==> config.mk <==
export PLATFORM = sky130hd
export DESIGN_NAME = rgb_to_hsl_converter_core
export DESIGN_NICKNAME = d
export VERILOG_FILES = /design/src/rgbhsl_pkg.sv /design/src/rgbhsl_divider.sv /design/src/rgbhsl_front.sv /design/src/rgb_to_hsl_converter_core.sv
export SDC_FILE = /design/constraint.sdc
export NUM_CORES = 2
export LEC_CHECK = 0
export BUFFER_PORTS_ARGS = -buffer_cell sky130_fd_sc_hd__buf_2
export CELL_PAD_IN_SITES_DETAIL_PLACEMENT = 0
export CELL_PAD_IN_SITES_GLOBAL_PLACEMENT = 1
export CORE_ASPECT_RATIO = 0.7
export CORE_MARGIN = 2
export CORE_UTILIZATION = 36
export CTS_BUF_LIST = sky130_fd_sc_hd__clkbuf_2 sky130_fd_sc_hd__clkbuf_4 sky130_fd_sc_hd__clkbuf_8
export CTS_CLUSTER_DIAMETER = 40
export DETAILED_ROUTE_END_ITERATION = 16
export PLACE_DENSITY_LB_ADDON = 0.05
export SLEW_MARGIN = 20
export SYNTH_ARGS = -nofsm -noshare
export SYNTH_HDL_FRONTEND = slang
export SYNTH_SLANG_ARGS = --single-unit
==> constraint.sdc <==
create_clock -name clock -period 36 [get_ports clock]
set_clock_uncertainty 0.05 [all_clocks]
set_input_delay 3.6 -clock clock [delete_from_list [all_inputs] [get_ports clock]]
set_output_delay 3.6 -clock clock [all_outputs]
set_load 0.02 [all_outputs]
==> src/rgbhsl_pkg.sv <==
// rgbhsl_pkg: shared types and constants of the rgb to hsl converter
// no dependencies
`timescale 1ns / 1ps
package rgbhsl_pkg;
   localparam int CompWidth  = 8;
   localparam int HueWidth   = 15;
   localparam int SatWidth   = 13;
   localparam int LightWidth = 9;

   // sector codes by which component is the maximum
   localparam logic [1:0] SEC_RED   = 2'd0;
   localparam logic [1:0] SEC_GREEN = 2'd1;
   localparam logic [1:0] SEC_BLUE  = 2'd2;

   // per-item data after the front stage
   typedef struct packed {
      logic [1:0]            sector;
      logic [CompWidth-1:0]  chroma;
      logic [CompWidth:0]    pos;     // difference plus chroma, 0..2*chroma
      logic [CompWidth:0]    sum;
      logic [CompWidth-1:0]  sat_den; // min(sum, 510-sum)
   } front_type;
endpackage

==> src/rgbhsl_divider.sv <==
// rgbhsl_divider: pipelined restoring divider, one quotient bit per stage
// depends on nothing but its parameters
`timescale 1ns / 1ps
module rgbhsl_divider #(
   parameter int NumWidth = 16,
   parameter int DenWidth = 8,
   parameter int TagWidth = 1
) (
   input  logic                clock,
   input  logic                reset,
   input  logic                advance,
   input  logic                in_valid,
   input  logic [NumWidth-1:0] in_num,
   input  logic [DenWidth-1:0] in_den,
   input  logic [TagWidth-1:0] in_tag,
   output logic                out_valid,
   output logic [NumWidth-1:0] out_quot,
   output logic [TagWidth-1:0] out_tag
);
   logic [NumWidth-1:0] num_ff [NumWidth+1];
   logic [DenWidth:0]   rem_ff [NumWidth+1];
   logic [DenWidth-1:0] den_ff [NumWidth+1];
   logic [TagWidth-1:0] tag_ff [NumWidth+1];
   logic                vld_ff [NumWidth+1];

   // stage zero loads the operands
   always_ff @(posedge clock) begin
      if (reset) begin
         vld_ff[0] <= 1'b0;
      end else if (advance) begin
         vld_ff[0] <= in_valid;
      end
      if (advance) begin
         num_ff[0] <= in_num;
         rem_ff[0] <= '0;
         den_ff[0] <= in_den;
         tag_ff[0] <= in_tag;
      end
   end

   // one quotient bit per stage, numerator shifted in from the top
   for (genvar k = 0; k < NumWidth; k++) begin : g_step
      logic [DenWidth+1:0] trial;
      logic [DenWidth:0]   rem_in;
      logic                take;
      always_comb begin
         trial  = {rem_ff[k], num_ff[k][NumWidth-1]};
         take   = trial >= {2'b00, den_ff[k]};
         rem_in = take ? (DenWidth+1)'(trial - {2'b00, den_ff[k]})
                       : trial[DenWidth:0];
      end
      always_ff @(posedge clock) begin
         if (reset) begin
            vld_ff[k+1] <= 1'b0;
         end else if (advance) begin
            vld_ff[k+1] <= vld_ff[k];
         end
         if (advance) begin
            num_ff[k+1] <= {num_ff[k][NumWidth-2:0], take};
            rem_ff[k+1] <= rem_in;
            den_ff[k+1] <= den_ff[k];
            tag_ff[k+1] <= tag_ff[k];
         end
      end
   end

   assign out_valid = vld_ff[NumWidth];
   assign out_quot  = num_ff[NumWidth];
   assign out_tag   = tag_ff[NumWidth];
endmodule

==> src/rgbhsl_front.sv <==
// rgbhsl_front: registered max/min, chroma, sector and sum stage
// depends on rgbhsl_pkg
`timescale 1ns / 1ps
module rgbhsl_front (
   input  logic                       clock,
   input  logic                       reset,
   input  logic                       advance,
   input  logic                       in_valid,
   input  logic [7:0]                 red,
   input  logic [7:0]                 green,
   input  logic [7:0]                 blue,
   output logic                       out_valid,
   output rgbhsl_pkg::front_type      out_data
);
   import rgbhsl_pkg::*;

   logic [7:0] mx, mn;
   front_type  data_in, data_ff;
   logic       valid_ff;

   // max, min, sector with blue over green over red on ties
   always_comb begin
      mx = red;
      mn = red;
      if (green > mx) mx = green;
      if (blue > mx) mx = blue;
      if (green < mn) mn = green;
      if (blue < mn) mn = blue;
      data_in.chroma = mx - mn;
      data_in.sum    = {1'b0, mx} + {1'b0, mn};
      if (mx == blue) begin
         data_in.sector = SEC_BLUE;
         data_in.pos    = {1'b0, red} + {1'b0, data_in.chroma} - {1'b0, green};
      end else if (mx == green) begin
         data_in.sector = SEC_GREEN;
         data_in.pos    = {1'b0, blue} + {1'b0, data_in.chroma} - {1'b0, red};
      end else begin
         data_in.sector = SEC_RED;
         data_in.pos    = {1'b0, green} + {1'b0, data_in.chroma} - {1'b0, blue};
      end
      data_in.sat_den = data_in.sum[8] ? 8'(9'd510 - data_in.sum) : data_in.sum[7:0];
   end

   always_ff @(posedge clock) begin
      if (reset) begin
         valid_ff <= 1'b0;
      end else if (advance) begin
         valid_ff <= in_valid;
      end
      if (advance) data_ff <= data_in;
   end

   assign out_valid = valid_ff;
   assign out_data  = data_ff;
endmodule

==> src/rgb_to_hsl_converter_core.sv <==
// rgb_to_hsl_converter_core: top level of the pipelined rgb to hsl converter
// depends on rgbhsl_pkg, rgbhsl_front and rgbhsl_divider
`timescale 1ns / 1ps
// Usage:
//   req_ channel carries one pixel per request: tdata = {blue, green, red},
//   red in bits 7:0. rsp_ channel returns hue, saturation and lightness.
//   Throughput: one pixel per cycle sustained; a request may enter every
//   cycle while rsp_tready is high.
//   Stages: max/min register, hue and saturation dividers (one quotient
//   bit per stage of the numerator width), hue wrap into the output register.
//   Hue and saturation divisions run in parallel bit-serial pipelines.
//   Stall: the whole pipeline holds while the output register is full and
//   rsp_tready is low; req_tready then drops. Nothing is lost or repeated.
//   Reset clears all valid bits; payload registers are not reset.
//   Hue is in 2^-HUE_FRAC_BITS degree units; saturation has SAT_FRAC_BITS
//   fraction bits; fields are truncated to 15 and 13 bits.
module rgb_to_hsl_converter_core #(
   parameter int HUE_FRAC_BITS = 6,
   parameter int SAT_FRAC_BITS = 12
) (
   input  logic        clock,
   input  logic        reset,
   input  logic        req_tvalid,
   output logic        req_tready,
   input  logic [23:0] req_tdata,  // red, green, blue
   output logic        rsp_tvalid,
   input  logic        rsp_tready,
   output logic [39:0] rsp_tdata   // hue[14:0], saturation[27:15], lightness[36:28]
);
   import rgbhsl_pkg::*;

   localparam int HueNumW = 9 + 6 + HUE_FRAC_BITS;  // pos * 60 << frac
   localparam int SatNumW = 8 + SAT_FRAC_BITS;
   localparam int NumW    = (HueNumW > SatNumW) ? HueNumW : SatNumW;
   localparam int FullW   = 9 + HUE_FRAC_BITS + 2;
   localparam logic [FullW-1:0] Sixty = FullW'(60) << HUE_FRAC_BITS;
   localparam logic [FullW-1:0] Full  = FullW'(360) << HUE_FRAC_BITS;
   localparam int TagW = 2 + 1 + 9;   // sector, gray, sum

   logic       advance;
   logic       front_valid;
   front_type  front;
   logic       hdiv_valid, sdiv_valid;
   logic [NumW-1:0] hue_quot, sat_quot;
   logic [TagW-1:0] hue_tag, sat_tag;
   logic [NumW-1:0] hue_num, sat_num;
   logic [TagW-1:0] tag;

   logic                  out_valid_ff;
   logic [HueWidth-1:0]   hue_ff, hue_in;
   logic [SatWidth-1:0]   sat_ff;
   logic [LightWidth-1:0] light_ff;
   logic [FullW-1:0]      h_sum;
   logic [1:0]            sec;

   // pipeline advances unless a finished response waits
   assign advance    = !out_valid_ff || rsp_tready;
   assign req_tready = advance;

   rgbhsl_front u_front (
      .clock     (clock),
      .reset     (reset),
      .advance   (advance),
      .in_valid  (req_tvalid),
      .red       (req_tdata[7:0]),
      .green     (req_tdata[15:8]),
      .blue      (req_tdata[23:16]),
      .out_valid (front_valid),
      .out_data  (front)
   );

   // numerators; a zero divisor is masked later by the gray flag and the black/white lightness checks
   assign hue_num = NumW'(front.pos) * NumW'(Sixty);
   assign sat_num = NumW'(front.chroma) << SAT_FRAC_BITS;
   assign tag     = {front.sector, front.chroma == 8'd0, front.sum};

   rgbhsl_divider #(.NumWidth(NumW), .DenWidth(8), .TagWidth(TagW)) u_hue_div (
      .clock(clock), .reset(reset), .advance(advance),
      .in_valid(front_valid), .in_num(hue_num), .in_den(front.chroma),
      .in_tag(tag), .out_valid(hdiv_valid), .out_quot(hue_quot), .out_tag(hue_tag)
   );

   rgbhsl_divider #(.NumWidth(NumW), .DenWidth(8), .TagWidth(TagW)) u_sat_div (
      .clock(clock), .reset(reset), .advance(advance),
      .in_valid(front_valid), .in_num(sat_num), .in_den(front.sat_den),
      .in_tag(tag), .out_valid(sdiv_valid), .out_quot(sat_quot), .out_tag(sat_tag)
   );

   // hue wrap: quotient <= 2*sixty, base 0/2/4 sectors
   always_comb begin
      sec = hue_tag[TagW-1 -: 2];
      case (sec)
         SEC_GREEN: h_sum = FullW'(hue_quot) + Sixty;
         SEC_BLUE:  h_sum = FullW'(hue_quot) + Sixty + Sixty + Sixty;
         default:   h_sum = FullW'(hue_quot) + Full - Sixty;
      endcase
      if (h_sum >= Full) h_sum = h_sum - Full;
      hue_in = hue_tag[9] ? '0 : HueWidth'(h_sum);
   end

   always_ff @(posedge clock) begin
      if (reset) begin
         out_valid_ff <= 1'b0;
      end else if (advance) begin
         out_valid_ff <= hdiv_valid;
      end
      if (advance) begin
         hue_ff   <= hue_in;
         sat_ff   <= (sat_tag[8:0] == 9'd0 || sat_tag[8:0] == 9'd510) ? '0
                     : SatWidth'(sat_quot);
         light_ff <= sat_tag[8:0];
      end
   end

   assign rsp_tvalid = out_valid_ff;
   assign rsp_tdata  = {3'b000, light_ff, sat_ff, hue_ff};

   // both divider pipelines stay in step
   a_div_lockstep: assert property (@(posedge clock) disable iff (reset)
      hdiv_valid == sdiv_valid) else $error("divider valids differ");
   // a stalled response holds
   a_hold: assert property (@(posedge clock) disable iff (reset)
      rsp_tvalid && !rsp_tready |=> rsp_tvalid && $stable(rsp_tdata))
      else $error("response changed under stall");
   // hue stays below a full turn
   a_hue_range: assert property (@(posedge clock) disable iff (reset)
      rsp_tvalid |-> FullW'(hue_ff) < Full || HUE_FRAC_BITS > 6)
      else $error("hue out of range");
endmodule

==> metrics.csv <==
metric,value,unit
dieArea,180000,um^2
drc,0,
start_util,0.364,
wire_per_inst,16.7,um
top_usage_layer,met1,
fmax,95.6,MHz
hold_path.class,flip-flop to flip-flop,
yosys_warnings,0,
critPathArrivalTime,11.05,ns
syn_area_per_cell,14.2,um^2
io_buffer_count,66,
vias,33100,
tightest_slew,1.03,ns
use_met3,0.0308,
ios,70,
finalCriticalPeriod,10.46,ns
clock-sinks,1348,
cts_tree,built,
grt_pass1_vias,33300,
rows,128,
path_common_cell,a21o_1,
cp_num_buf_inv,3,
first_pass_iters,5,
finalMaxSlewViolations,0,
worst_path_max_delay_cell,nor2_1,
crit_path_start_kind,input port,
viasPerCell,4.57,
cts_buffers,226,
dpl_cell_area,66700,um^2
regArea,40500,um^2
slowest_delay,0.76,ns
ant_nets,0,
cts_setup_buffers,0,
grt_pass1_wl,194000,um
ys_types,82,
multiInputGateArea,20800,um^2
place_hpwl,83200,um
grt_max_degree,169,
ctsLongestPathBuffers,3,
synth_seq_area_share,0.637,
fin_setup_tns,0,ns
stdcell_area,71400,um^2
synth_ff_type,edfxtp_1,
met2_usage,0.164,
ys_seq_elements,1348,
wirelength,121000,um
drive_gt1_frac,0.145,
antenna_found_initial,2,
fillCellCount,16200,
nNetsFinal,5237,
syn_to_final_growth,12.5,%
path_delay_family,compound AO/OA/AOI/OAI gates,
htreeDepth,4,
ctsResizeCount,0,
die_w,506,um
fin_crit_sh,0.291,
die_h,355,um
synth-edff-count,1346,
rsz0062_at_grt,no,
hold_buffers,0,
hold_viol_final,0,
track_usage,0.136,
design.core.area,175000,um^2
status,"complete, no violations",
met1_usage,0.232,
cts_root_buf,clkbuf_8,
clk_latency,0.93,ns
end_kind,flip-flop,
synth_cells,4460,
fin_worst_hold_slack,0.346,ns
netlist_area,63500,um^2
drt_iter0_markers,2076,
worstSetupPathType,input port to flip-flop,
clk_pin_slew,0.06,ns
crit_fanout,15,
gr-total-overflow,0,
setup_viol,0,
slew_headroom,0.312,
routabilityCongestion,0.776,
async_reset_ff_frac,0,
cap_violations,0,
required,36.59,ns
## sequential cells by signal, summed over array words and instances, names as in the netlist
signal / flops
hue_ff: 15
u_sat_div.num_ff: 91
light_ff: 9
u_front.out_valid: 1
u_front.out_data: 34
u_hue_div.vld_ff: 22
u_hue_div.tag_ff: 31
u_hue_div.den_ff: 148
u_hue_div.rem_ff: 180
u_sat_div.tag_ff: 227
rsp_tvalid: 1
u_hue_div.num_ff: 244
sat_ff: 13
u_sat_div.rem_ff: 180
u_sat_div.den_ff: 152
## cell families (layout without fill, tap and decap cells)
kind of cell               count (synthesis)  in the layout  share of synthesized area
muxes                                    337            337                     0.0581
other                                      1             14                  0.0000591
DFF                                     1348           1348                      0.637
buffers and inverters                    587           1026                     0.0353
xor gates and xnor gates                 226            226                     0.0312
and+or+nand+nor                          808            808                     0.0654
adders and majority gates                488            488                      0.105
AOI/OAI and AO/OA                        665            665                     0.0673
## cell type report
class	instances	area share
antenna	7	0.000245
clock buffer	286	0.0499
clock inverter	125	0.0155
inverter	529	0.0279
multi-input combinational	2531	0.292
sequential	1348	0.566
tap	2340	0.0410
timing repair buffer	86	0.00731
## cells in the mapped netlist (5+ instances only)
cell | n | area [um^2]
clkbuf_1 | 43 | 161
o21bai_1 | 14 | 105
or2_2 | 5 | 31.3
inv_1 | 525 | 1970
a21boi_0 | 41 | 308
a221oi_1 | 6 | 52.6
nor2b_1 | 92 | 576
a21oi_1 | 134 | 671
a21boi_1 | 38 | 285
fa_1 | 79 | 1580
and2_1 | 48 | 300
ha_1 | 408 | 5100
nand2_1 | 120 | 450
o21ai_1 | 69 | 345
o21a_1 | 54 | 405
o21ai_0 | 119 | 596
mux2i_1 | 93 | 931
xnor2_1 | 118 | 1030
nand3b_1 | 5 | 37.5
nor2_1 | 265 | 995
a211oi_1 | 6 | 45.0
buf_2 | 7 | 35.0
nand4_1 | 64 | 400
mux2_2 | 237 | 2670
o22ai_1 | 7 | 43.8
nand2b_1 | 28 | 175
nand3_1 | 28 | 140
buf_4 | 6 | 45.0
a21o_1 | 118 | 886
nor4_1 | 14 | 87.6
or3_1 | 37 | 231
nor3_1 | 46 | 230
edfxtp_1 | 1346 | 40400
or3b_1 | 33 | 289
xor2_1 | 108 | 946
and3_1 | 5 | 31.3
a31oi_1 | 21 | 131
## cells in the final DEF, fill, tap and decap left out, types with 9 or more instances in the layout
master and instances:
fa_1 79, clkinv_2 28, mux2_2 237, a21boi_0 41, o21a_1 54, nor2b_1 92, a21oi_1 134, nor4_1 14
nand2b_1 27, ha_1 408, clkbuf_4 60, clkbuf_8 226, nor2_1 263, xor2_1 108, mux2i_1 93, or3b_1 33
bufinv_16 17, or3_1 37, edfxtp_1 1346, o21ai_1 69, a21boi_1 38, a31oi_1 21, clkinvlp_4 9, o21bai_1 14
nor3_1 46, and2_1 48, o21ai_0 119, nand2_1 120, buf_4 16, a21o_1 118, clkinv_1 54, buf_2 66
xnor2_1 118, inv_1 524, nand3_1 28, nand4_1 64
## metal layers
layer / wire length [um] / vias to the layer above
met3: 5280 / 212
met5: 0 / -
met4: 2510 / 0
met1: 70900 / 15600
li1: - / 16800
met2: 42500 / 494
## worst paths after layout
| path | startpoint | end | slack, ns | depth (start not counted) |
|---|---|---|---|---|
| worst max-delay path | req_tdata[5] | u_front.out_data[25] | 25.54 | 30 |
| worst min-delay path | u_hue_div.num_ff[4][26] | u_hue_div.num_ff[4][48] | 0.35 | 0 |
| worst max register to register | rsp_tvalid | u_sat_div.den_ff[0][23] | 31.45 | 6 |
| worst min register to register | u_hue_div.num_ff[4][26] | u_hue_div.num_ff[4][48] | 0.35 | 0 |
## through the flow
stage	instances	utilization	setup slack, ns
floorplan	4466	-	3.06
global placement	6834	0.382	24.80
detailed placement	6834	0.382	24.66
CTS	7245	0.409	25.70
global route	7252	0.409	24.96
finish	7252	0.409	25.54
Power is left out: the tool's default activity adds up to more than one toggle a clock period on the data nets, which glitch-free logic cannot reach.
